===== src/design/baro_temp_pressure_compensate_core_defines.svh =====
// Assertion macros used by the compensation core back end.
// No dependencies; included by files that carry concurrent assertions.
`ifndef BARO_TEMP_PRESSURE_COMPENSATE_CORE_DEFINES_SVH
`define BARO_TEMP_PRESSURE_COMPENSATE_CORE_DEFINES_SVH

// same-cycle implication, disabled while reset is active
`define BTPC_ASSERT_NOW(label, clk, rst_n, ante, cons, msg) \
    label: assert property (@(posedge clk) disable iff (!(rst_n)) (ante) |-> (cons)) \
        else $error(msg);

// next-cycle implication, disabled while reset is active
`define BTPC_ASSERT_NEXT(label, clk, rst_n, ante, cons, msg) \
    label: assert property (@(posedge clk) disable iff (!(rst_n)) (ante) |=> (cons)) \
        else $error(msg);

`endif


===== src/design/btpc_pkg.sv =====
// Shared types and constants for the compensation core.
// No dependencies; imported by every module of the block but btpc_fifo.
package btpc_pkg;

    localparam int CAL_W = 48;
    localparam int CFG_IDX_W = 3;
    localparam int DIV_W = 64;

    typedef enum logic [2:0] {
        ST_OK       = 3'd0,
        ST_NOT_INIT = 3'd1,
        ST_BUS_ERR  = 3'd2,
        ST_DATA_ERR = 3'd3,
        ST_COMP_ERR = 3'd4
    } t_status;

    // calibration register set
    typedef struct packed {
        logic             calibrated;
        logic [CAL_W-1:0] temp;
        logic [CAL_W-1:0] press_a;
        logic [CAL_W-1:0] press_b;
        logic [CAL_W-1:0] press_c;
    } t_cal;

    // classified item handed from front to back
    typedef struct packed {
        t_status     status;
        logic [19:0] adc_p;
        logic [31:0] a;
        logic [31:0] b;
    } t_job;

    // finished result
    typedef struct packed {
        logic [31:0] temp;
        logic [31:0] press;
        t_status     status;
    } t_res;

    typedef struct packed {
        logic             start;
        logic [DIV_W-1:0] num;
        logic [DIV_W-1:0] den;
    } t_div_req;

    typedef struct packed {
        logic             done;
        logic [DIV_W-1:0] quot;
    } t_div_rsp;

endpackage


===== src/design/btpc_div.sv =====
// Serial signed 64-bit divider, truncating toward zero, one bit per cycle.
// Depends on btpc_pkg.
module btpc_div (
    input  logic                i_clk,
    input  logic                i_rst_n,
    input  btpc_pkg::t_div_req  i_req,
    output btpc_pkg::t_div_rsp  o_rsp
);
    import btpc_pkg::*;

    localparam int CW = $clog2(DIV_W + 1);

    logic             r_busy;
    logic             r_done;
    logic [CW-1:0]    r_cnt;
    logic [DIV_W-1:0] r_q;
    logic [DIV_W-1:0] r_rem;
    logic [DIV_W-1:0] r_d;
    logic             r_neg;
    logic [DIV_W:0]   w_shift;
    logic [DIV_W:0]   w_diff;

    // restoring step on magnitudes
    assign w_shift = {r_rem, r_q[DIV_W-1]};
    assign w_diff  = w_shift - {1'b0, r_d};

    assign o_rsp.done = r_done;
    assign o_rsp.quot = r_neg ? (DIV_W'(0) - r_q) : r_q;

    // control
    always_ff @(posedge i_clk) begin
        if (!i_rst_n) begin
            r_busy <= 1'b0;
            r_done <= 1'b0;
            r_cnt  <= '0;
        end else begin
            r_done <= r_busy && (r_cnt == CW'(1));
            if (i_req.start) begin
                r_busy <= 1'b1;
                r_cnt  <= CW'(DIV_W);
            end else if (r_busy) begin
                r_cnt <= r_cnt - 1'b1;
                if (r_cnt == CW'(1)) begin
                    r_busy <= 1'b0;
                end
            end
        end
    end

    // datapath
    always_ff @(posedge i_clk) begin
        if (i_req.start) begin
            r_neg <= i_req.num[DIV_W-1] ^ i_req.den[DIV_W-1];
            r_q   <= i_req.num[DIV_W-1] ? (DIV_W'(0) - i_req.num) : i_req.num;
            r_d   <= i_req.den[DIV_W-1] ? (DIV_W'(0) - i_req.den) : i_req.den;
            r_rem <= '0;
        end else if (r_busy) begin
            if (!w_diff[DIV_W]) begin
                r_rem <= w_diff[DIV_W-1:0];
                r_q   <= {r_q[DIV_W-2:0], 1'b1};
            end else begin
                r_rem <= w_shift[DIV_W-1:0];
                r_q   <= {r_q[DIV_W-2:0], 1'b0};
            end
        end
    end

endmodule


===== config.mk =====
export PLATFORM = sky130hd
export DESIGN_NAME = btpc_div
export DESIGN_NICKNAME = d
export VERILOG_FILES = /design/src/design/baro_temp_pressure_compensate_core_defines.svh /design/src/design/btpc_pkg.sv /design/src/design/btpc_div.sv
export SDC_FILE = /design/constraint.sdc
export NUM_CORES = 1
export LEC_CHECK = 0
export BUFFER_PORTS_ARGS = -buffer_cell sky130_fd_sc_hd__buf_2
export CAP_MARGIN = 25
export CORE_MARGIN = 1
export CORE_UTILIZATION = 30
export CTS_BUF_LIST = sky130_fd_sc_hd__clkbuf_2
export DETAILED_ROUTE_END_ITERATION = 6
export PLACE_DENSITY = 0.58
export SLEW_MARGIN = 30
export SYNTH_ARGS = -nofsm -noshare
export SYNTH_HDL_FRONTEND = slang
export SYNTH_SLANG_ARGS = --single-unit

===== constraint.sdc =====
create_clock -name i_clk -period 7.2 [get_ports i_clk]
set_input_delay 0.36 -clock i_clk [delete_from_list [all_inputs] [get_ports i_clk]]
set_output_delay 0.36 -clock i_clk [all_outputs]
set_load 0.005 [all_outputs]

==> impl_metrics.json <==
{
  "routedWlPerCell_um": 15.8,
  "clock-root-buffer": "clkbuf_2",
  "port_buffers": 195,
  "p_leak_nw": 8.05,
  "hpwl_um": 34300,
  "cts_tree": "done",
  "startpoint_type": "register",
  "synthCells": 1919,
  "hold-worst-slack_ns": 0.225,
  "outcome": "complete, no violations",
  "power_per_cell_area_nw_per_um2": 179,
  "utilization_pct": 39.5,
  "synthToLayoutAreaGrowth_pct": 29.1,
  "multiInputGateArea_um2": 9710,
  "power_mw": 3.66,
  "antenna_found_initial": 1,
  "tightest_slew_ns": 0.918,
  "path_max_fanout": 6,
  "crit_path_start": "r_q[18]$_DFFE_PP_",
  "rows": 83,
  "layout.cells.non_filler": 3066,
  "fin_nets": 2534,
  "cts_max_level": 2,
  "r2r-start": "r_q[63]$_DFFE_PP_",
  "fp.dieH_um": 232,
  "worst_clock_skew_ns": 0.0673,
  "fin_crit_sh_pct": 77.1,
  "required_ns": 6.84,
  "async_reset_ff_share_pct": 0,
  "slowest_stage": "or4_1",
  "syn_nets": 2120,
  "synth-edff-count": 129,
  "clk_pin_slew_ns": 0.10,
  "ys_seq_elements": 202,
  "grtUsageTotal_pct": 17.8,
  "synth_seq_area_share_pct": 33.7,
  "synth-main-ff-cell": "edfxtp_1",
  "ys_types": 71,
  "worstHoldPathType": "in2reg",
  "numCtsBuffers": 61,
  "detail_route.vias_per_cell": 5.22,
  "relSlewSlack_pct": 37.3,
  "gp_congestion": 0.883,
  "initial_core_util_pct": 30.6,
  "final_max_slew_viol_count": 0,
  "nFillCells": 5250,
  "die_x_um": 232,
  "clockBufferDepth": 3,
  "insertion_delay_ns": 1.01,
  "worst-path-buf-inv": 1,
  "period_minus_slack_ns": 5.55,
  "grt_max_degree": 89,
  "fmax_mhz": 180,
  "rr_worst_depth": 14,
  "synth_area_per_cell_um2": 8.24,
  "wirelength_um": 48600,
  "synth_top_cells_by_area": "edfxtp_1 24%, dfxtp_1 9.2%, xnor2_1 8.9%",
  "yosysWarnings": 0,
  "drt_iter0_markers": 864,
  "dr_total_vias": 16000,
  "crit_path_end": "o_rsp[63]",
  "dp.cells": 2704,
  "rsz0062_at_grt": "false",
  "path_depth": 11,
  "peakVddDrop_uv": 94.0,
  "synth.most_common_cell": "nand2_1",
  "ant_nets": 0,
  "grt_pass1_vias": 15800,
  "max_cap_violations": 0,
  "grt_first_pass_wirelength_um": 78600,
  "drive_above_1_share_pct": 14.3,
  "setup-tns-final_ns": 0,
  "hold_viol": 0,
  "criticalPathCategory": "reg2out",
  "yosysTopAreaCell": "edfxtp_1",
  "synth_top_area_share_pct": 24.5,
  "dr.pass1.iters": 6,
  "synthesis.area_um2": 15800,
  "synthTopCellsByCount": "239 x nand2_1, 178 x nor2_1, 161 x xnor2_1, 146 x a21oi_1, 129 x edfxtp_1",
  "cts_sinks": 202,
  "dieArea_um2": 53600,
  "grt_overflow": 0,
  "core_um2": 51700,
  "slowest_delay_ns": 0.60,
  "setup_viol": 0,
  "critPathTopFamily": "simple AND/OR/NAND/NOR gates",
  "drc_errors": 0,
  "end_kind": "output port",
  "crit_arrival_ns": 5.19,
  "ff_latch_area_um2": 5340,
  "r2r_slack_ns": 2.65,
  "worstPathCellList": "or3_1 > or3_4 > nor4_4 > nand3_1 > or4_1 > or4_1 > nor2_1 > nand3_1 > o31ai_1 > xnor2_1 > buf_2",
  "r2r-end": "r_rem[47]$_SDFFE_PP0P_",
  "io_pins": 196
}
-- final cells by class --
cell class                 count  area share (%)
antenna                        1          0.0123
clock buffer                  95            2.33
timing repair buffer         454            17.4
multi-input combinational   1510            47.6
tap                          680            4.17
inverter                     104            1.91
clock inverter                20           0.417
sequential                   202            26.1
-- layer usage --
layer | track usage (%) | part of all wire (%)
met1 | 21.5 | 43
met2 | 31.8 | 49
met3 | 2.56 | 5.2
met4 | 6.37 | 2.6
met5 | 0 | 0
-- worst min-delay path by stage --
stage / startpoint / end / slack (ns) / cells after the start
2_1_floorplan: i_req[0] / r_d[0]$_DFFE_PP_ / 0.46 / 0
5_1_grt: i_rst_n / r_cnt[6]$_SDFFE_PN0P_ / 0.14 / 3
3_5_place_dp: r_rem[13]$_SDFFE_PP0P_ / r_rem[13]$_SDFFE_PP0P_ / 0.48 / 2
3_3_place_gp: r_cnt[1]$_SDFFE_PP0P_ / r_cnt[1]$_SDFFE_PP0P_ / 0.48 / 2
6_report: i_req[23] / r_d[23]$_DFFE_PP_ / 0.23 / 3
4_1_cts: i_req[23] / r_d[23]$_DFFE_PP_ / 0.07 / 3
-- repair_timing --
item,CTS,global route
hold buffers,246,0
gates resized for setup,0,0
hold endpoints to repair,165,0
setup buffers,0,0
-- stage by stage --
| step | instance area (um2) | worst slack (ns) |
|---|---|---|
| floorplan | 15800 | 3.54 |
| global placement | 17400 | 2.61 |
| detailed placement | 17400 | 2.63 |
| CTS | 20400 | 1.51 |
| global route | 20400 | 1.34 |
| finish | 20400 | 1.65 |
-- kinds of logic after synthesis --
| family | synth area share, % |
|---|---|
| AOI/OAI and AO/OA | 21.8 |
| xor gates and xnor gates | 13.6 |
| adders and majority gates | 5.59 |
| buffers and inverters | 5.02 |
| DFF | 33.7 |
| muxes | 0.530 |
| and+or+nand+nor | 19.7 |
-- worst register-to-register path, cell delays in order, from the launching register on --
cell and delay, ns:
edfxtp_1 0.39, inv_1 0.07, ha_1 0.23, fa_1 0.39, nand2b_1 0.19, a21o_1 0.22, a2111oi_0 0.49, o21ai_0 0.22
a21oi_1 0.31, or3_1 0.24, a211oi_2 0.14, xor2_4 0.69, buf_4 0.45, nand2_1 0.13, a311oi_1 0.26
-- registers in the layout, indices dropped and copies added (netlist names) --
| register | flops |
|---|---|
| r_d | 64 |
| r_q | 64 |
| r_rem | 64 |
| r_cnt | 7 |
| r_busy | 1 |
| r_done | 1 |
| r_neg | 1 |
-- layout by cell type, fill, tap and decap left out, drive strengths merged, types with 12 or more instances in the layout --
cell / count
a311oi: 43
o41ai: 25
xor2: 85
o21ai: 108
clkbuf: 96
a21o: 33
nand2: 239
a31oi: 18
inv: 105
o31ai: 66
nor4: 19
nor2b: 12
edfxtp: 129
clkinv: 18
nand3: 26
nand2b: 18
nor3: 35
buf: 207
xnor2: 161
or3: 30
o21bai: 15
or2: 12
dfxtp: 73
nand4: 26
ha: 69
or4: 24
nor2: 178
dlygate4sd3: 246
a21oi: 146
-- report_power, final --
group | internal [mW] | switching (mW)
Sequential | 1.37 | 0.101
Combinational | 0.591 | 0.697
Clock | 0.354 | 0.551
Note: power is estimated with default switching activity, not from simulation.
