**src/design/baro_temp_pressure_compensate_core_defines.svh**
```systemverilog
// Assertion macros used by the compensation core back end.
// No dependencies; included by files that carry concurrent assertions.
`ifndef BARO_TEMP_PRESSURE_COMPENSATE_CORE_DEFINES_SVH
`define BARO_TEMP_PRESSURE_COMPENSATE_CORE_DEFINES_SVH

// same-cycle implication, disabled while reset is active
`define BTPC_ASSERT_NOW(label, clk, rst_n, ante, cons, msg) \
    label: assert property (@(posedge clk) disable iff (!(rst_n)) (ante) |-> (cons)) \
        else $error(msg);

// next-cycle implication, disabled while reset is active
`define BTPC_ASSERT_NEXT(label, clk, rst_n, ante, cons, msg) \
    label: assert property (@(posedge clk) disable iff (!(rst_n)) (ante) |=> (cons)) \
        else $error(msg);

`endif

```
**src/design/btpc_pkg.sv**
```systemverilog
// Shared types and constants for the compensation core.
// No dependencies; imported by every module of the block but btpc_fifo.
package btpc_pkg;

    localparam int CAL_W = 48;
    localparam int CFG_IDX_W = 3;
    localparam int DIV_W = 64;

    typedef enum logic [2:0] {
        ST_OK       = 3'd0,
        ST_NOT_INIT = 3'd1,
        ST_BUS_ERR  = 3'd2,
        ST_DATA_ERR = 3'd3,
        ST_COMP_ERR = 3'd4
    } t_status;

    // calibration register set
    typedef struct packed {
        logic             calibrated;
        logic [CAL_W-1:0] temp;
        logic [CAL_W-1:0] press_a;
        logic [CAL_W-1:0] press_b;
        logic [CAL_W-1:0] press_c;
    } t_cal;

    // classified item handed from front to back
    typedef struct packed {
        t_status     status;
        logic [19:0] adc_p;
        logic [31:0] a;
        logic [31:0] b;
    } t_job;

    // finished result
    typedef struct packed {
        logic [31:0] temp;
        logic [31:0] press;
        t_status     status;
    } t_res;

    typedef struct packed {
        logic             start;
        logic [DIV_W-1:0] num;
        logic [DIV_W-1:0] den;
    } t_div_req;

    typedef struct packed {
        logic             done;
        logic [DIV_W-1:0] quot;
    } t_div_rsp;

endpackage

```
**src/design/btpc_back.sv**
```systemverilog
// Back end: sequencer running the compensation on one shared 32x32 multiplier
// and the serial divider. Depends on btpc_pkg and the assertion macro header.
`include "baro_temp_pressure_compensate_core_defines.svh"

module btpc_back (
    input  logic                i_clk,
    input  logic                i_rst_n,
    input  btpc_pkg::t_cal      i_cal,
    input  logic                i_job_empty,
    output logic                o_job_pop,
    input  btpc_pkg::t_job      i_job,
    input  logic                i_res_full,
    output logic                o_res_push,
    output btpc_pkg::t_res      o_res,
    output btpc_pkg::t_div_req  o_div,
    input  btpc_pkg::t_div_rsp  i_div
);
    import btpc_pkg::*;

    typedef enum logic [3:0] {
        S_IDLE = 4'b0001,
        S_RUN  = 4'b0010,
        S_DIV  = 4'b0100,
        S_DONE = 4'b1000
    } t_state;

    // program steps
    localparam logic [4:0] STEP_TA  = 5'd0;
    localparam logic [4:0] STEP_TB  = 5'd1;
    localparam logic [4:0] STEP_TC  = 5'd2;
    localparam logic [4:0] STEP_TF  = 5'd3;
    localparam logic [4:0] STEP_P0  = 5'd4;
    localparam logic [4:0] STEP_P1  = 5'd5;
    localparam logic [4:0] STEP_P2  = 5'd6;
    localparam logic [4:0] STEP_P3  = 5'd7;
    localparam logic [4:0] STEP_P4  = 5'd8;
    localparam logic [4:0] STEP_P5  = 5'd9;
    localparam logic [4:0] STEP_PN  = 5'd10;
    localparam logic [4:0] STEP_P6  = 5'd11;
    localparam logic [4:0] STEP_P7  = 5'd12;
    localparam logic [4:0] STEP_P8  = 5'd13;
    localparam logic [4:0] STEP_P9  = 5'd14;
    localparam logic [4:0] STEP_PF  = 5'd15;
    localparam logic [4:0] STEP_PG  = 5'd16;
    localparam logic [4:0] STEP_CHK = 5'd17;

    localparam logic [63:0] P_MAX = 64'h0000_00FF_FFFF_FF00;

    function automatic logic [63:0] sx16(input logic [15:0] v);
        return {{48{v[15]}}, v};
    endfunction

    function automatic logic [63:0] sx32(input logic [31:0] v);
        return {{32{v[31]}}, v};
    endfunction

    function automatic logic [31:0] sra32(input logic [31:0] v, input int unsigned n);
        return $signed(v) >>> n;
    endfunction

    function automatic logic [63:0] sra64(input logic [63:0] v, input int unsigned n);
        return $signed(v) >>> n;
    endfunction

    t_state      r_state, n_state;
    logic [4:0]  r_step, n_step;
    logic [1:0]  r_k;
    t_job        r_job;
    t_status     r_status;
    logic [31:0] r_tfine, r_tx, r_tout, r_press;
    logic [63:0] r_prod, r_acc;
    logic [63:0] r_v1, r_sq, r_v2, r_w, r_den, r_p, r_e;

    logic [63:0] w_x, w_y, w_mul, w_prod, w_pd, w_p1, w_p2, w_p3, w_p4;
    logic [63:0] w_p5, w_p6, w_p7, w_p8, w_p9, w_t2, w_t3;
    logic [31:0] w_mx, w_my, w_t5;
    logic        w_is_mul, w_adv;
    logic        w_div_start;

    // calibration words
    assign w_t2 = sx16(i_cal.temp[31:16]);
    assign w_t3 = sx16(i_cal.temp[47:32]);
    assign w_p1 = {48'd0, i_cal.press_a[15:0]};
    assign w_p2 = sx16(i_cal.press_a[31:16]);
    assign w_p3 = sx16(i_cal.press_a[47:32]);
    assign w_p4 = sx16(i_cal.press_b[15:0]);
    assign w_p5 = sx16(i_cal.press_b[31:16]);
    assign w_p6 = sx16(i_cal.press_b[47:32]);
    assign w_p7 = sx16(i_cal.press_c[15:0]);
    assign w_p8 = sx16(i_cal.press_c[31:16]);
    assign w_p9 = sx16(i_cal.press_c[47:32]);

    assign w_pd = sra64(r_p, 13);
    assign w_t5 = {r_tfine[29:0], 2'b00} + r_tfine + 32'd128;

    // operand select per step
    always_comb begin
        w_x      = '0;
        w_y      = '0;
        w_is_mul = 1'b1;
        case (r_step)
            STEP_TA: begin w_x = sx32(r_job.a); w_y = w_t2; end
            STEP_TB: begin w_x = sx32(r_job.b); w_y = sx32(r_job.b); end
            STEP_TC: begin w_x = sx32(r_tx);    w_y = w_t3; end
            STEP_P0: begin w_x = r_v1;          w_y = r_v1; end
            STEP_P1: begin w_x = r_sq;          w_y = w_p6; end
            STEP_P2: begin w_x = r_v1;          w_y = w_p5; end
            STEP_P3: begin w_x = r_sq;          w_y = w_p3; end
            STEP_P4: begin w_x = r_v1;          w_y = w_p2; end
            STEP_P5: begin w_x = r_w;           w_y = w_p1; end
            STEP_P6: begin w_x = r_w;           w_y = 64'd3125; end
            STEP_P7: begin w_x = w_p9;          w_y = w_pd; end
            STEP_P8: begin w_x = r_e;           w_y = w_pd; end
            STEP_P9: begin w_x = w_p8;          w_y = r_p; end
            default: w_is_mul = 1'b0;
        endcase
    end

    // 64x64 low product from three 32x32 partial products
    assign w_mx   = (r_k == 2'd2) ? w_x[63:32] : w_x[31:0];
    assign w_my   = (r_k == 2'd1) ? w_y[63:32] : w_y[31:0];
    assign w_prod = {32'd0, w_mx} * {32'd0, w_my};
    assign w_mul  = r_acc + {r_prod[31:0], 32'd0};
    assign w_adv  = (r_state == S_RUN) && (!w_is_mul || r_k == 2'd3);

    assign o_div.start = w_div_start;
    assign o_div.num   = w_mul;
    assign o_div.den   = r_den;

    assign o_res.temp   = r_tout;
    assign o_res.press  = r_press;
    assign o_res.status = r_status;

    // sequencer control
    always_comb begin
        n_state     = r_state;
        n_step      = r_step;
        o_job_pop   = 1'b0;
        o_res_push  = 1'b0;
        w_div_start = 1'b0;
        case (r_state)
            S_IDLE: begin
                if (!i_job_empty) begin
                    o_job_pop = 1'b1;
                    n_step    = STEP_TA;
                    n_state   = (i_job.status == ST_OK) ? S_RUN : S_DONE;
                end
            end
            S_RUN: begin
                if (w_adv) begin
                    n_step = r_step + 1'b1;
                    if (r_step == STEP_PN && r_den == '0) begin
                        n_state = S_DONE;
                    end else if (r_step == STEP_P6) begin
                        w_div_start = 1'b1;
                        n_state     = S_DIV;
                    end else if (r_step == STEP_CHK) begin
                        n_state = S_DONE;
                    end
                end
            end
            S_DIV: begin
                if (i_div.done) begin
                    n_state = S_RUN;
                end
            end
            S_DONE: begin
                if (!i_res_full) begin
                    o_res_push = 1'b1;
                    n_state    = S_IDLE;
                end
            end
            default: n_state = S_IDLE;
        endcase
    end

    always_ff @(posedge i_clk) begin
        if (!i_rst_n) begin
            r_state <= S_IDLE;
            r_step  <= STEP_TA;
            r_k     <= '0;
        end else begin
            r_state <= n_state;
            r_step  <= n_step;
            if (r_state == S_RUN && w_is_mul) begin
                r_k <= r_k + 1'b1;
            end
        end
    end

    // datapath
    always_ff @(posedge i_clk) begin
        if (o_job_pop) begin
            r_job    <= i_job;
            r_status <= i_job.status;
            r_tout   <= '0;
            r_press  <= '0;
        end
        // partial-product accumulation
        if (r_state == S_RUN && w_is_mul) begin
            case (r_k)
                2'd0: r_prod <= w_prod;
                2'd1: begin r_acc <= r_prod; r_prod <= w_prod; end
                2'd2: begin r_acc <= w_mul;  r_prod <= w_prod; end
                default: ;
            endcase
        end
        if (r_state == S_DIV && i_div.done) begin
            r_p <= i_div.quot;
        end
        // step write-back
        if (w_adv) begin
            case (r_step)
                STEP_TA: r_tfine <= sra32(w_mul[31:0], 11);
                STEP_TB: r_tx    <= sra32(w_mul[31:0], 12);
                STEP_TC: r_tfine <= r_tfine + sra32(w_mul[31:0], 14);
                STEP_TF: begin
                    r_tout <= sra32(w_t5, 8);
                    r_v1   <= sx32(r_tfine) - 64'd128000;
                end
                STEP_P0: r_sq <= w_mul;
                STEP_P1: r_v2 <= w_mul;
                STEP_P2: r_v2 <= r_v2 + (w_mul << 17) + (w_p4 << 35);
                STEP_P3: r_w  <= sra64(w_mul, 8);
                STEP_P4: r_w  <= r_w + (w_mul << 12) + 64'h0000_8000_0000_0000;
                STEP_P5: r_den <= sra64(w_mul, 33);
                STEP_PN: begin
                    if (r_den == '0) begin
                        r_status <= ST_COMP_ERR;
                    end
                    r_w <= ((64'd1048576 - {44'd0, r_job.adc_p}) << 31) - r_v2;
                end
                STEP_P7: r_e  <= w_mul;
                STEP_P8: r_e  <= sra64(w_mul, 25);
                STEP_P9: r_sq <= sra64(w_mul, 19);
                STEP_PF: r_p  <= r_p + r_e + r_sq;
                STEP_PG: r_p  <= sra64(r_p, 8) + (w_p7 << 4);
                STEP_CHK: begin
                    if (r_p[63] || r_p == '0 || r_p > P_MAX) begin
                        r_status <= ST_COMP_ERR;
                    end else begin
                        r_press <= r_p[39:8];
                    end
                end
                default: ;
            endcase
        end
    end

    `BTPC_ASSERT_NOW(a_div_start_run, i_clk, i_rst_n, o_div.start,
        r_state == S_RUN && r_step == STEP_P6, "divider started outside its step")
    `BTPC_ASSERT_NOW(a_push_done, i_clk, i_rst_n, o_res_push,
        r_state == S_DONE, "result pushed outside done state")
    `BTPC_ASSERT_NOW(a_early_zero, i_clk, i_rst_n,
        o_res_push && r_status != ST_OK && r_status != ST_COMP_ERR,
        r_tout == '0 && r_press == '0, "early error result not zero")
    `BTPC_ASSERT_NEXT(a_pop_leaves_idle, i_clk, i_rst_n, o_job_pop,
        r_state != S_IDLE, "job taken but sequencer stayed idle")

endmodule

```
**config.mk**
```make
export PLATFORM = sky130hd
export DESIGN_NAME = btpc_back
export DESIGN_NICKNAME = d
export VERILOG_FILES = /design/src/design/btpc_pkg.sv /design/src/design/btpc_back.sv
export VERILOG_INCLUDE_DIRS = /design/src /design/src/design
export SDC_FILE = /design/constraint.sdc
export NUM_CORES = 2
export LEC_CHECK = 0
export BUFFER_PORTS_ARGS = -buffer_cell sky130_fd_sc_hd__buf_2
export CORE_MARGIN = 10
export CORE_UTILIZATION = 40
export DETAILED_ROUTE_END_ITERATION = 16
export PLACE_DENSITY_LB_ADDON = 0.1
export SKIP_CTS_REPAIR_TIMING = 1
export SYNTH_ARGS = -nofsm -noshare
export SYNTH_HDL_FRONTEND = slang
export SYNTH_SLANG_ARGS = --single-unit
```
**constraint.sdc**
```tcl
create_clock -name i_clk -period 12.5 [get_ports i_clk]
set_input_delay 3.125 -clock i_clk [delete_from_list [all_inputs] [get_ports i_clk]]
set_output_delay 3.125 -clock i_clk [all_outputs]
set_load 0.02 [all_outputs]
```
==> impl_results.md <==
* Crit start category: input pin
* GRT Util Overall at 33.0%
* Hold slack at 446 ps
* Area share of the largest cell type after synthesis at 23.4%
* Post-Layout Cell Count at 12800
* Ys Warns at 0
* CP startpoint: i_cal[191]
* Hold Path Class: flip-flop to flip-flop
* Final worst path period share at 97.0%
* Dominant cell type by area after synthesis: fa_1
* Hold path depth at 2
* RR Startpoint: r_step[0]
* Hold Vio Cnt, Final at 0
* Ranking of synthesized cells by area: fa_1 (23%), edfxtp_1 (21%), ha_1 (10%)
* CP Max Fanout at 13
* Critical path endpoint category: flip-flop
* I/O Buffers at 529
* Worst Max-Slew Pin Slew at 1320 ps
* Slew Viols, Final at 0
* Critical R2R Capture: r_prod[61]
* Mapped Cells at 9239
* Core area at 0.210 sq mm
* Detailed placer's ending HPWL at 316000 um
* Max Cap Viol at 0
* Worst-Skew Late Latency at 740 ps
* Post-synth EDFFs at 584
* Worst min-delay path startpoint: r_tout[28]
* First-pass GRT wire length at 553000 um
* CTS sink cnt at 726
* Max stage delay on crit path at 800 ps
* Placed Cells at 12700
* Vias per cell at 5.85
* CTS tree: yes
* Routed WL per cell at 30.5 um
* CTS Buf Count at 89
* Overflow after GRT at 0
* Minimum clock period at 12130 ps
* 1st-pass router iterations at 9
* Nets at 12000
* Top Layer Used: met5
* Clk slew on worst S/H paths at 60 ps
* Sequential area share after synthesis at 24.0%
* Fraction of layout cells with a size suffix above 1 at 14.4%
* Setup-failing EPs final at 0
* FILL cells at 20300
* Initial Util at 40.3%
* Avg Inst Size Synth at 9.18 sq um
* Most frequent cells in the layout: nand2_1 (1225), inv_1 (1163), fa_1 (993), nor2_1 (746), ha_1 (690)
* # rows at 168
* Fmax at 82.5 MHz
* Synthesized area at 0.0848 sq mm
* RSZ-0062 raised after global routing: false
* Placer Congestion at 0.992
* WS Path Type: input pin to flip-flop
* Vias in the first global route at 75200
* Async set-reset flop share out of synthesis at 0%
* WL final at 391000 um
* First-iteration detailed-routing DRC count at 8926
* Slew headroom at 11.8%
* Met3 Wirelength at 44500 um
* Clock tree buffer depth at 3
* Status: complete, no violations
* Max Clock Skew at 41.5 ps
* Main synth FF type: edfxtp_1
* R2r setup slk at 800 ps
* DR vias at 75200
* Commonest non-fill, non-tap cell in the layout: nand2_1
* Crit path DAT at 12640 ps
* DRT antenna net count at 0
* Die area at 0.231 sq mm
* # DRC at 0
* Yosys reg bits at 726
* Syn Nets at 11300
* Initial antenna violation count at 40
* Critical-path top delay cell: a211oi_2
* Depth of the worst register-to-register path at 36
* Clk Tree Root Cell: clkbuf_16
* CP dominant cell by count: fa_1
* Io pins at 547
* Die W at 480 um
* Wl on met1 at 165000 um
* Area Overhead vs Synth at 15.8%
* Crit path required time at 13020 ps
* Met2 WL at 162000 um
* H-tree depth at 3
* Die height at 480 um
* Largest net degree at the start of global routing at 76
* Netlist cell types at 94
* Hold Crit Endpoint: r_tout[28]
==> routing by layer <==
metal	GRT usage [%]	vias to the layer above
li1	-	32800
met1	45.6	37900
met2	48.2	3765
met3	10.1	671
met4	13.0	16
met5	0	-
==> worst max-delay path, delay by kind of cell <==
family | cells | cell delay, ps
buf+inv | 10 | 1370
compound gates | 7 | 2410
xor+xnor | 1 | 290
simple gates | 6 | 900
fa+ha+maj | 9 | 4500
==> logic make-up (layout without fill, tap and decap cells) <==
group / after synthesis / in the layout / share of synthesized area [%]
simple gates: 2661 / 2661 / 13.7
compound gates: 1986 / 1986 / 15.6
fa+ha+maj: 1684 / 1684 / 33.6
buf+inv: 1682 / 2464 / 7.77
flops: 726 / 726 / 24.0
xor+xnor: 430 / 430 / 4.44
mux: 70 / 70 / 0.869
other cells: 0 / 16 / 0
==> synth_stat cells (29+ instances only) <==
master,number
nand2_1,1226
inv_1,1164
fa_1,993
nor2_1,759
ha_1,691
edfxtp_1,584
a21oi_1,508
o21ai_0,418
clkbuf_1,384
a21o_1,241
xnor2_1,237
xor2_1,193
dfxtp_1,142
nand3_1,132
a22oi_1,130
nand4_1,79
nor3_1,78
nor2b_1,76
a222oi_1,67
buf_4,66
o21bai_1,65
and2_1,58
nand2b_1,58
o21a_1,53
nor4_1,51
a221oi_1,43
and3_1,43
buf_1,43
mux2i_1,41
o22ai_1,40
a31oi_1,38
o221ai_1,36
a211oi_1,34
mux2_2,29
o31ai_1,29
==> how the worst max path moves through the flow <==
stage                 end  slack [ps]  cells after the start
2_1_floorplan  r_prod[63]         530                     34
3_3_place_gp   r_prod[61]        -250                     33
3_5_place_dp   r_prod[61]        -270                     33
4_1_cts        r_prod[61]         380                     33
5_1_grt        r_prod[61]         110                     33
6_report       r_prod[61]         370                     33
==> through the flow <==
step / setup TNS (ps) / cell area (sq um) / worst slack, ps / utilization [%]
3_5_place_dp: -929 / 95100 / -266 / 45.2
2_1_floorplan: 0 / 84800 / 533 / -
6_report: 0 / 98200 / 375 / 46.7
4_1_cts: 0 / 98100 / 378 / 46.7
5_1_grt: 0 / 98200 / 107 / 46.7
3_3_place_gp: -973 / 95100 / -254 / 45.2
==> registers in the layout, summed over array words and instances, names as in the netlist <==
register / flops
r_step: 5
r_w: 64
r_k: 2
r_acc: 64
r_job: 84
r_status: 3
r_tx: 20
r_p: 64
r_state: 4
r_v1: 33
r_den: 31
r_sq: 64
r_tout: 32
r_prod: 64
r_press: 32
r_v2: 64
r_e: 64
r_tfine: 32
==> final cells by class <==
class / instances / area [sq um] / area share, %
Inverter: 1164 / 4370 / 4.45
Tap cell: 2805 / 3510 / 3.57
Clock inverter: 58 / 697 / 0.710
Clock buffer: 105 / 2380 / 2.43
Multi-Input combinational cell: 6831 / 58500 / 59.6
Sequential cell: 726 / 20400 / 20.8
Antenna cell: 16 / 40.0 / 0.0408
Timing Repair Buffer: 1137 / 8310 / 8.47
Power is left out: the tool's default activity adds up to more than one toggle a clock period on the data nets, which glitch-free logic cannot reach.
