===== src/design/baro_temp_pressure_compensate_core_defines.svh =====
// Assertion macros used by the compensation core back end.
// No dependencies; included by files that carry concurrent assertions.
`ifndef BARO_TEMP_PRESSURE_COMPENSATE_CORE_DEFINES_SVH
`define BARO_TEMP_PRESSURE_COMPENSATE_CORE_DEFINES_SVH

// same-cycle implication, disabled while reset is active
`define BTPC_ASSERT_NOW(label, clk, rst_n, ante, cons, msg) \
    label: assert property (@(posedge clk) disable iff (!(rst_n)) (ante) |-> (cons)) \
        else $error(msg);

// next-cycle implication, disabled while reset is active
`define BTPC_ASSERT_NEXT(label, clk, rst_n, ante, cons, msg) \
    label: assert property (@(posedge clk) disable iff (!(rst_n)) (ante) |=> (cons)) \
        else $error(msg);

`endif


===== src/design/btpc_pkg.sv =====
// Shared types and constants for the compensation core.
// No dependencies; imported by every module of the block but btpc_fifo.
package btpc_pkg;

    localparam int CAL_W = 48;
    localparam int CFG_IDX_W = 3;
    localparam int DIV_W = 64;

    typedef enum logic [2:0] {
        ST_OK       = 3'd0,
        ST_NOT_INIT = 3'd1,
        ST_BUS_ERR  = 3'd2,
        ST_DATA_ERR = 3'd3,
        ST_COMP_ERR = 3'd4
    } t_status;

    // calibration register set
    typedef struct packed {
        logic             calibrated;
        logic [CAL_W-1:0] temp;
        logic [CAL_W-1:0] press_a;
        logic [CAL_W-1:0] press_b;
        logic [CAL_W-1:0] press_c;
    } t_cal;

    // classified item handed from front to back
    typedef struct packed {
        t_status     status;
        logic [19:0] adc_p;
        logic [31:0] a;
        logic [31:0] b;
    } t_job;

    // finished result
    typedef struct packed {
        logic [31:0] temp;
        logic [31:0] press;
        t_status     status;
    } t_res;

    typedef struct packed {
        logic             start;
        logic [DIV_W-1:0] num;
        logic [DIV_W-1:0] den;
    } t_div_req;

    typedef struct packed {
        logic             done;
        logic [DIV_W-1:0] quot;
    } t_div_rsp;

endpackage


===== src/design/btpc_front.sv =====
// Front end: unpacks raw bytes, classifies errors, forms temperature deltas.
// Depends on btpc_pkg.
module btpc_front (
    input  logic            i_push,
    output logic            o_full,
    input  logic            i_bus_failed,
    input  logic [7:0]      i_press_msb,
    input  logic [7:0]      i_press_lsb,
    input  logic [7:0]      i_press_xlsb,
    input  logic [7:0]      i_temp_msb,
    input  logic [7:0]      i_temp_lsb,
    input  logic [7:0]      i_temp_xlsb,
    input  btpc_pkg::t_cal  i_cal,
    input  logic            i_q_full,
    output logic            o_q_push,
    output btpc_pkg::t_job  o_job
);
    import btpc_pkg::*;

    localparam logic [19:0] RAW_INVALID = 20'h80000;

    logic [19:0] w_adc_p;
    logic [19:0] w_adc_t;
    logic [15:0] w_t1;

    assign w_adc_p = {i_press_msb, i_press_lsb, i_press_xlsb[7:4]};
    assign w_adc_t = {i_temp_msb, i_temp_lsb, i_temp_xlsb[7:4]};
    assign w_t1    = i_cal.temp[15:0];

    assign o_full   = i_q_full;
    assign o_q_push = i_push && !i_q_full;

    // classify in priority order and precompute the two temperature deltas
    always_comb begin
        o_job.adc_p = w_adc_p;
        o_job.a     = 32'(w_adc_t >> 3) - {15'd0, w_t1, 1'b0};
        o_job.b     = 32'(w_adc_t >> 4) - {16'd0, w_t1};
        if (!i_cal.calibrated) begin
            o_job.status = ST_NOT_INIT;
        end else if (i_bus_failed) begin
            o_job.status = ST_BUS_ERR;
        end else if (w_adc_p == RAW_INVALID || w_adc_t == RAW_INVALID) begin
            o_job.status = ST_DATA_ERR;
        end else begin
            o_job.status = ST_OK;
        end
    end

endmodule


===== config.mk =====
export PLATFORM = sky130hd
export DESIGN_NAME = btpc_front
export DESIGN_NICKNAME = d
export VERILOG_FILES = /design/src/design/baro_temp_pressure_compensate_core_defines.svh /design/src/design/btpc_pkg.sv /design/src/design/btpc_front.sv
export SDC_FILE = /design/constraint.sdc
export NUM_CORES = 1
export LEC_CHECK = 0
export BUFFER_PORTS_ARGS = -buffer_cell sky130_fd_sc_hd__buf_2
export CAP_MARGIN = 20
export CELL_PAD_IN_SITES_DETAIL_PLACEMENT = 0
export CELL_PAD_IN_SITES_GLOBAL_PLACEMENT = 1
export CORE_AREA = 2 2 128 130
export DETAILED_ROUTE_END_ITERATION = 10
export DIE_AREA = 0 0 130 132
export PLACE_DENSITY_LB_ADDON = 0.1
export SLEW_MARGIN = 10
export SYNTH_ARGS = -nofsm -noshare
export SYNTH_HDL_FRONTEND = slang
export SYNTH_SLANG_ARGS = --single-unit

===== constraint.sdc =====
create_clock -name vclk -period 3.8
set_input_delay 0.76 -clock vclk [all_inputs]
set_output_delay 0.76 -clock vclk [all_outputs]
set_load 0.01 [all_outputs]

==> flow_metrics.tcl, run 1 <==
set metrics [dict create \
    nets 561 \
    leakage_nw 1.073 \
    p_sw_share_pct 59.41 \
    finalHoldViolCount 0 \
    core_sq_um 15710 \
    placedInstanceArea_sq_um 2059 \
    syn_nets 482 \
    drv_slew 0 \
    ys_seq_area_share_pct 0 \
    maxCapViolCount 0 \
    grt_max_degree 32 \
    dp_hpwl_mm 8.158 \
    via_count 1670 \
    drive_gt1_share_pct 52.01 \
    setup_viol 0 \
    start_util_pct 9.890 \
    ys_types 41 \
    max_freq_mhz 278.1 \
    outcome "complete, no violations" \
    die_w_microns 130 \
    postSynthCellCount 221 \
    syn_area_sq_um 1554 \
    nClkBuffers 0 \
    fp-row-count 46 \
    grt_pass1_vias 1644 \
    min-delay-start "i_temp_xlsb[7]" \
    firstDrtPassIters 4 \
    period_needed_ps 3595 \
    syn2layout_area_growth_pct 33.66 \
    post_cts_buffers 0 \
    ys_warn_count 0 \
    fin_setup_tns_ps 0 \
    gp_congestion 0.7336 \
    drtIter0Drc 74 \
    track_usage_pct 9.574 \
    postRouteAntennaNets 0 \
    wl_per_cell_microns 16.88 \
    cp.arrival_ps 2840 \
    layout.cells.non_filler 519 \
    pwr-share-seq_pct 0 \
    wirelength_mm 8.762 \
    rsz0062_at_grt "false" \
    critPathLaunch "i_temp_lsb[0]" \
    peakVddDrop_mv 0.05530 \
    p_int_mw 0.1854 \
    critPathCaptureType "output pin" \
    syn_area_per_cell_sq_um 7.032 \
    combPwrFrac_pct 100.0 \
    clockPowerShare_pct 0 \
    worstSetupStartpointType "primary input" \
    antenna_found_initial 2 \
    p_sw_mw 0.2714 \
    period_share_pct 94.61 \
    regArea_sq_um 0 \
    grt_pass1_wl_mm 11.63 \
    dieHeight_microns 132 \
    dp.cells 514 \
    seq_cell_count 0 \
    ioPinCount 333 \
    p_per_area_nw_per_um2 219.9 \
    design_area_sq_um 2077 \
    drc 0 \
    vias_per_cell 3.218 \
    die-area_sq_um 17160 \
    power_mw 0.4568 \
    io_buffers 148 \
    grt_overflow 0 \
    path_max_fanout 31 \
    required_ps 3040 \
    min_path_type "primary input to output pin" \
    critPathKind "primary input to output pin" \
]
## layout make-up
type                            count  area (sq um)
Fill cell                        1847         13640
Tap cell                          216         270.3
Multi-Input combinational cell    128         954.7
Antenna cell                        5         12.51
Timing Repair Buffer              149         760.7
Inverter                           21         78.83
## what timing repair did
| action | 4_1_cts | 5_1_grt |
|---|---|---|
| gates resized for setup | 0 | 1 |
| setup endpoints to repair | 0 | 1 |
| hold buffers | 0 | 0 |
## metrics by stage
step | hold slack, ps | worst slack (ps) | util [%]
2_1_floorplan | 1566 | 15.66 | -
3_3_place_gp | 1723 | 183.0 | 13.11
3_5_place_dp | 1722 | 177.6 | 13.11
4_1_cts | 1723 | 169.7 | 13.11
5_1_grt | 1735 | 59.93 | 13.14
6_report | 1722 | 204.6 | 13.22
## critical path, cell delays in order
cell	delay (ps)
buf_2	110
inv_1	60
ha_1	180
fa_1	280
nor2b_4	60
o2111a_2	290
o31a_1	340
o211a_1	240
o21ai_2	190
buf_12	170
buf_2	150
## power by group through the flow
stage | Clock, mW | Combinational, mW | Sequential [mW]
after floorplan | 0 | 0.355 | 0
after global placement | 0 | 0.470 | 0
after detailed placement | 0 | 0.464 | 0
after CTS | 0 | 0.467 | 0
after global routing | 0 | 0.502 | 0
final | 0.000000113 | 0.457 | 0
## layer usage
metal	up-vias	part of all wire (%)	global-route usage, %
li1	856	-	-
met1	703	64	18.99
met2	111	27	9.628
met3	0	9.2	1.664
met4	0	0	0
met5	-	0	0
## worst paths after layout
kind	endpoint	slack [ps]	cells after the start
max	o_job[22]	200	11
min	o_job[32]	1720	2
## cell usage after synthesis (all sizes together)
library cell,n,area share (%)
clkbuf,3,0.72
o211a,1,0.64
o211ai,1,0.48
conb,1,0.24
a31o,1,0.56
a31oi,1,0.40
and4,1,0.56
inv,21,5.1
nand4,2,0.81
a21oi,14,4.5
ha,16,13
o21a,2,0.97
nor2b,6,2.9
xnor2,9,5.1
o2111a,1,0.81
o311ai,4,3.4
xor2,2,1.1
fa,1,1.3
nand2b,6,2.4
or3,2,0.81
and2,1,0.40
nor3,3,0.97
nor4b,2,1.1
o2111ai,1,0.56
or3b,1,0.56
buf,69,33
nand2,9,2.2
nor4,10,4.0
nand3,3,0.97
mux2i,1,0.64
o22ai,1,0.40
and3,3,1.2
nor2,8,1.9
o31a,3,1.7
o21ai,6,1.9
or4,1,0.48
a21o,4,1.9
## placed cells by master, fill, tap and decap left out, types with 2 or more instances in the layout
cell type  netlist  layout
nor2_1           8       8
diode_2          0       5
buf_2            0     148
o31a_1           3       3
nand3_1          3       3
xnor2_1          9       9
nand2b_1         6       6
nand2_1          9       9
ha_1            16      16
a21oi_1         14      14
a21o_1           4       4
o21ai_0          4       4
nor3_1           3       2
and3_1           3       3
o21a_1           2       2
inv_1           21      21
o311ai_0         2       2
nand4_1          2       2
nor4_1          10      10
or3_1            2       2
nor2b_1          5       5
xor2_1           2       2
nor4b_1          2       2
## cells by family (layout without fill, tap and decap cells)
kind of cell,Yosys count,in the layout,synth area share (%)
muxes,1,1,0.6441
adders and majority gates,17,17,14.17
buffers and inverters,93,170,39.13
other,1,6,0.2413
xor gates and xnor gates,11,11,6.200
and+or+nand+nor,58,58,21.34
AOI/OAI and AO/OA,40,40,18.28
(Power assumes the default switching activity.)
==> run 2, diff against run 1 <==
--- a/config.mk
+++ b/config.mk
@@ -11,3 +11,3 @@
 export CELL_PAD_IN_SITES_GLOBAL_PLACEMENT = 1
-export CORE_AREA = 2 2 128 130
+export CORE_AREA = 4 4 126 128
 export DETAILED_ROUTE_END_ITERATION = 10
==> constraint.sdc (replaced) <==
create_clock -name vclk -period 3.8
set_input_delay 0.38 -clock vclk [all_inputs]
set_output_delay 0.38 -clock vclk [all_outputs]
set_load 0.01 [all_outputs]
==> run 2 against run 1 <==
  * Sequential share of layout area unchanged
  * Flip-flop and latch count unchanged
  * Fmax up 25%
  * Total power down 2.6%
  * Worst hold slack worse by 760 ps
  * Cell area down 3.2%
  * Count of clock-buffer cells in the layout unchanged
  * Core utilization up 0.31 points
  * Critical path depth unchanged
  * Critical endpoint is now o_job[53]
==> flow_metrics.tcl, run 2 (same netlist as run 1, synthesis figures left out) <==
set metrics [dict create \
    outcome "complete, no violations" \
    grt_max_degree 32 \
    mostFrequentLayoutCells "buf_2, inv_1, ha_1, a21oi_1, nor4_1" \
    fin_ws_ps 925.9 \
    leakage_nw 1.064 \
    gp_congestion 0.6742 \
    required_ps 3420 \
    max_stage_delay_ps 330 \
    crit_chain "buf_2 > inv_1 > ha_1 > fa_1 > nor2b_4 > o2111a_2 > o31a_1 > o211a_1 > o21ai_1 > buf_4 > buf_2" \
    die-area_sq_um 17160 \
    wirelength_mm 8.701 \
    min_path_type "primary input to output pin" \
    io_buffers 148 \
    start_util_pct 10.45 \
    path_max_fanout 31 \
    cp_common_cell "buf_2" \
    grt_overflow 0 \
    worstSetupStartpointType "primary input" \
    regArea_sq_um 0 \
    setup_viol 0 \
    core_sq_um 14860 \
    grt_pass1_wl_mm 11.81 \
    grt_pass1_vias 1738 \
    min_to "o_full" \
    worst_pin_slew_ps 492.4 \
    nets 561 \
    die_w_microns 130 \
    seq_cell_count 0 \
    cts_resized 0 \
    critPathKind "primary input to output pin" \
    peakVddDrop_mv 0.05268 \
    power_mw 0.4451 \
    ioPinCount 333 \
    slew-limit-headroom_pct 66.87 \
    postRouteAntennaNets 0 \
    holdPathStages 2 \
    p_per_area_nw_per_um2 221.4 \
    drtIter0Drc 69 \
    drive_gt1_share_pct 51.34 \
    cp_num_buf_inv 4 \
    syn2layout_area_growth_pct 29.39 \
    fillers 1795 \
    critPathCaptureType "output pin" \
    dieHeight_microns 132 \
    via_count 1665 \
    period_share_pct 75.63 \
    fin_setup_tns_ps 0 \
    firstDrtPassIters 4 \
    pre_cts_slack_ps 903.6 \
    rsz0062_at_grt "false" \
    period_needed_ps 2874 \
    min-delay-start "i_q_full" \
    drc 0 \
    cp.arrival_ps 2490 \
    multi_input_area_sq_um 945.9 \
    layout_commonest_cell "buf_2" \
    fp-row-count 45 \
    vias_per_cell 3.419 \
    track_usage_pct 9.429 \
    maxCapViolCount 0 \
    dp_hpwl_mm 8.072 \
    cts_hold_buffers 0 \
    finalHoldViolCount 0 \
    drv_slew 0 \
    nClkBuffers 0 \
    antenna_found_initial 1 \
    cp_slowest_cell "o31a_1" \
    critical-path-top-delay-family "compound AO/OA/AOI/OAI gates" \
    max_freq_mhz 347.9 \
    post_cts_buffers 0 \
    wl_per_cell_microns 17.87 \
]
## run 2: changes by cell type in the layout (fill, tap and decap cells not counted), sizes merged
cell and change:
diode -4
## run 2: metrics by stage
stage	instances	utilization, %	hold slack, ps	area [sq um]
6_report	487	13.53	959.1	2011
5_1_grt	486	13.51	973.7	2008
3_5_place_dp	486	13.51	960.7	2008
3_3_place_gp	486	13.51	962.3	2008
2_1_floorplan	221	-	806.4	1554
4_1_cts	486	13.51	960.6	2008
## run 2: where the power goes
part           internal [mW]  switching (mW)
Sequential                 0               0
Combinational          0.180           0.265
Clock           0.0000000235               0
Total                  0.180           0.265
## run 2: layout make-up
type	count	area share, %
multi-input combinational	128	47.04
inverter	21	3.920
antenna	1	0.1245
timing repair buffer	149	37.21
tap	188	11.70
## run 2: layer usage
metal  GRT usage (%)  vias up  share of wire (%)
li1                -      849                  -
met1           16.63      714                 58
met2           10.63      102                 30
met3           3.647        0                 12
met4               0        0                  0
met5               0        -                  0
## run 2: worst max path at each step
stage / startpoint / to / slack, ps / cells after the start
after floorplan: i_temp_lsb[0] / o_job[17] / 300 / 9
after global placement: i_temp_lsb[0] / o_job[19] / 890 / 11
after detailed placement: i_temp_lsb[0] / o_job[19] / 900 / 11
after CTS: i_temp_lsb[0] / o_job[19] / 890 / 11
after global routing: i_temp_lsb[0] / o_job[56] / 780 / 11
final: i_temp_lsb[0] / o_job[53] / 930 / 11
==> run 3, diff against run 2 <==
- ABC_AREA: not set -> 1
- CORE_AREA: 4 4 126 128 -> 4 4 133 122
- DIE_AREA: 0 0 130 132 -> 0 0 137 126
- clock period: 3.8 -> 2.6 ns (I/O delays scaled with it)
==> run 3 against run 2 <==
  * Die area rose by 0.59%
  * Worst setup slack got worse by 630 ps
  * Synthesized area grew 13%
  * Flip-flop and latch count stayed put
  * Critical path type unchanged
  * Largest power group unchanged
==> flow_metrics.tcl, run 3 <==
set metrics [dict create \
    outcome "complete, no violations" \
    leakage_nw 1.464 \
    drive_gt1_share_pct 41.03 \
    cp_slowest_cell "a21oi_4" \
    grt_max_degree 32 \
    syn_nets 584 \
    post-synth-top-area-cell "buf_4" \
    gp_congestion 0.7001 \
    period_needed_ps 2302 \
    post_cts_buffers 0 \
    antenna_found_initial 1 \
    seq_cell_count 0 \
    p_per_area_nw_per_um2 284.5 \
    critPathCaptureType "output pin" \
    wl_met3_microns 580 \
    layout_commonest_cell "buf_2" \
    regArea_sq_um 0 \
    grt_pass1_wl_mm 12.24 \
    wl_met1_mm 3.273 \
    synth_commonest_cells "nand2_1, buf_4, inv_1, nor2_1, nand3_1" \
    fillers 1794 \
    crit_chain "buf_2 > inv_1 > ha_1 > fa_1 > inv_1 > nand3_1 > nand3_1 > nand2_1 > nand3_1 > a21oi_4 > buf_2" \
    placedInstanceArea_sq_um 2262 \
    maxCapViolCount 0 \
    rsz0062_at_grt "false" \
    io_buffers 148 \
    mostFrequentLayoutCells "buf_2, nand2_1, inv_1, nor2_1, nand3_1" \
    ys_seq_area_share_pct 0 \
    grt_overflow 0 \
    drv_slew 0 \
    nets 670 \
    syn_area_per_cell_sq_um 5.419 \
    vias_per_cell 3.233 \
    drc 0 \
    wirelength_mm 8.536 \
    num_antenna_cells 0 \
    dr.max_layer_used "met5" \
    design_area_sq_um 2270 \
    required_ps 2340 \
    ys_top_cells_by_area "buf_4, nand2_1, inv_1" \
    setup_viol 0 \
    postRouteAntennaNets 0 \
    max_stage_delay_ps 520 \
    peakVddDrop_mv 0.05883 \
    hold_ws_ps 719.6 \
    core_sq_um 14710 \
    postSynthCellCount 323 \
    worstSetupStartpointType "primary input" \
    cp_common_cell "nand3_1" \
    cts_hold_buffers 0 \
    grt_pass1_vias 2045 \
    via_count 1956 \
    dieHeight_microns 126 \
    cp.arrival_ps 2040 \
    min_path_type "primary input to output pin" \
    power_mw 0.6457 \
    drtIter0Drc 58 \
    die_w_microns 137 \
    ys_types 21 \
    yosysMostFrequentCell "nand2_1" \
    synth_top_area_share_pct 29.59 \
    finalHoldViolCount 0 \
    track_usage_pct 9.337 \
    cp_num_buf_inv 4 \
    path_max_fanout 31 \
    firstDrtPassIters 4 \
    period_share_pct 88.52 \
    ys_warn_count 0 \
    dp_hpwl_mm 8.097 \
    max_freq_mhz 434.5 \
    critPathKind "primary input to output pin" \
    syn_area_sq_um 1750 \
    slew-limit-headroom_pct 62.14 \
    die-area_sq_um 17260 \
    syn2layout_area_growth_pct 29.66 \
    fp-row-count 42 \
    wl_per_cell_microns 14.11 \
    met2WireLength_mm 4.671 \
    nClkBuffers 0 \
    start_util_pct 11.90 \
    ioPinCount 333 \
    critical-path-top-delay-family "compound AO/OA/AOI/OAI gates" \
    worst_pin_slew_ps 562.7 \
]
[run 3: metal layers]
| metal | vias up | GRT usage, % |
|---|---|---|
| li1 | 1063 | - |
| met1 | 814 | 10.64 |
| met2 | 75 | 19.24 |
| met3 | 2 | 1.116 |
| met4 | 2 | 0 |
| met5 | - | 0 |
[run 3: cells by family (layout without fill, tap and decap cells)]
group,Yosys count,after routing,share of synthesized area (%)
and+or+nand+nor,153,153,36.81
xor gates and xnor gates,7,7,3.503
adders and majority gates,17,17,12.58
other,1,1,0.2142
buffers and inverters,133,217,43.32
AOI/OAI and AO/OA,12,12,3.574
[run 3: per-stage QoR]
stage | util, % | instances | setup WS [ps] | setup TNS [ps]
global placement | 15.37 | 605 | 19.56 | 0
detailed placement | 15.37 | 605 | -22.72 | -610.1
finish | 15.43 | 605 | 298.5 | 0
global route | 15.43 | 605 | 5.767 | 0
CTS | 15.43 | 605 | 199.8 | 0
floorplan | - | 323 | 238.1 | 0
[run 3: layout make-up]
class                           count  area (sq um)  share of cell area (%)
Tap cell                          198         247.7                   10.92
Multi-Input combinational cell    190          1003                   44.21
Inverter                           64         240.2                   10.58
Timing Repair Buffer              153         778.2                   34.29
[run 3: timing repair]
item | 4_1_cts | 5_1_grt
endpoints found under the setup margin | 31 | 19
gates resized for setup | 1 | 0
pin swaps | 0 | 1
[run 3: worst paths after layout]
path | from | to | slack, ps | depth (start not counted)
setup / recovery | i_temp_lsb[0] | o_job[17] | 300 | 11
hold / removal | i_temp_xlsb[7] | o_job[32] | 720 | 2
[run 3: power by group]
part	total, mW	leakage [nW]	internal, mW	switching, mW
combinational	0.646	1.46	0.249	0.397
sequential	0	0	0	0
clock	0	0	0	0
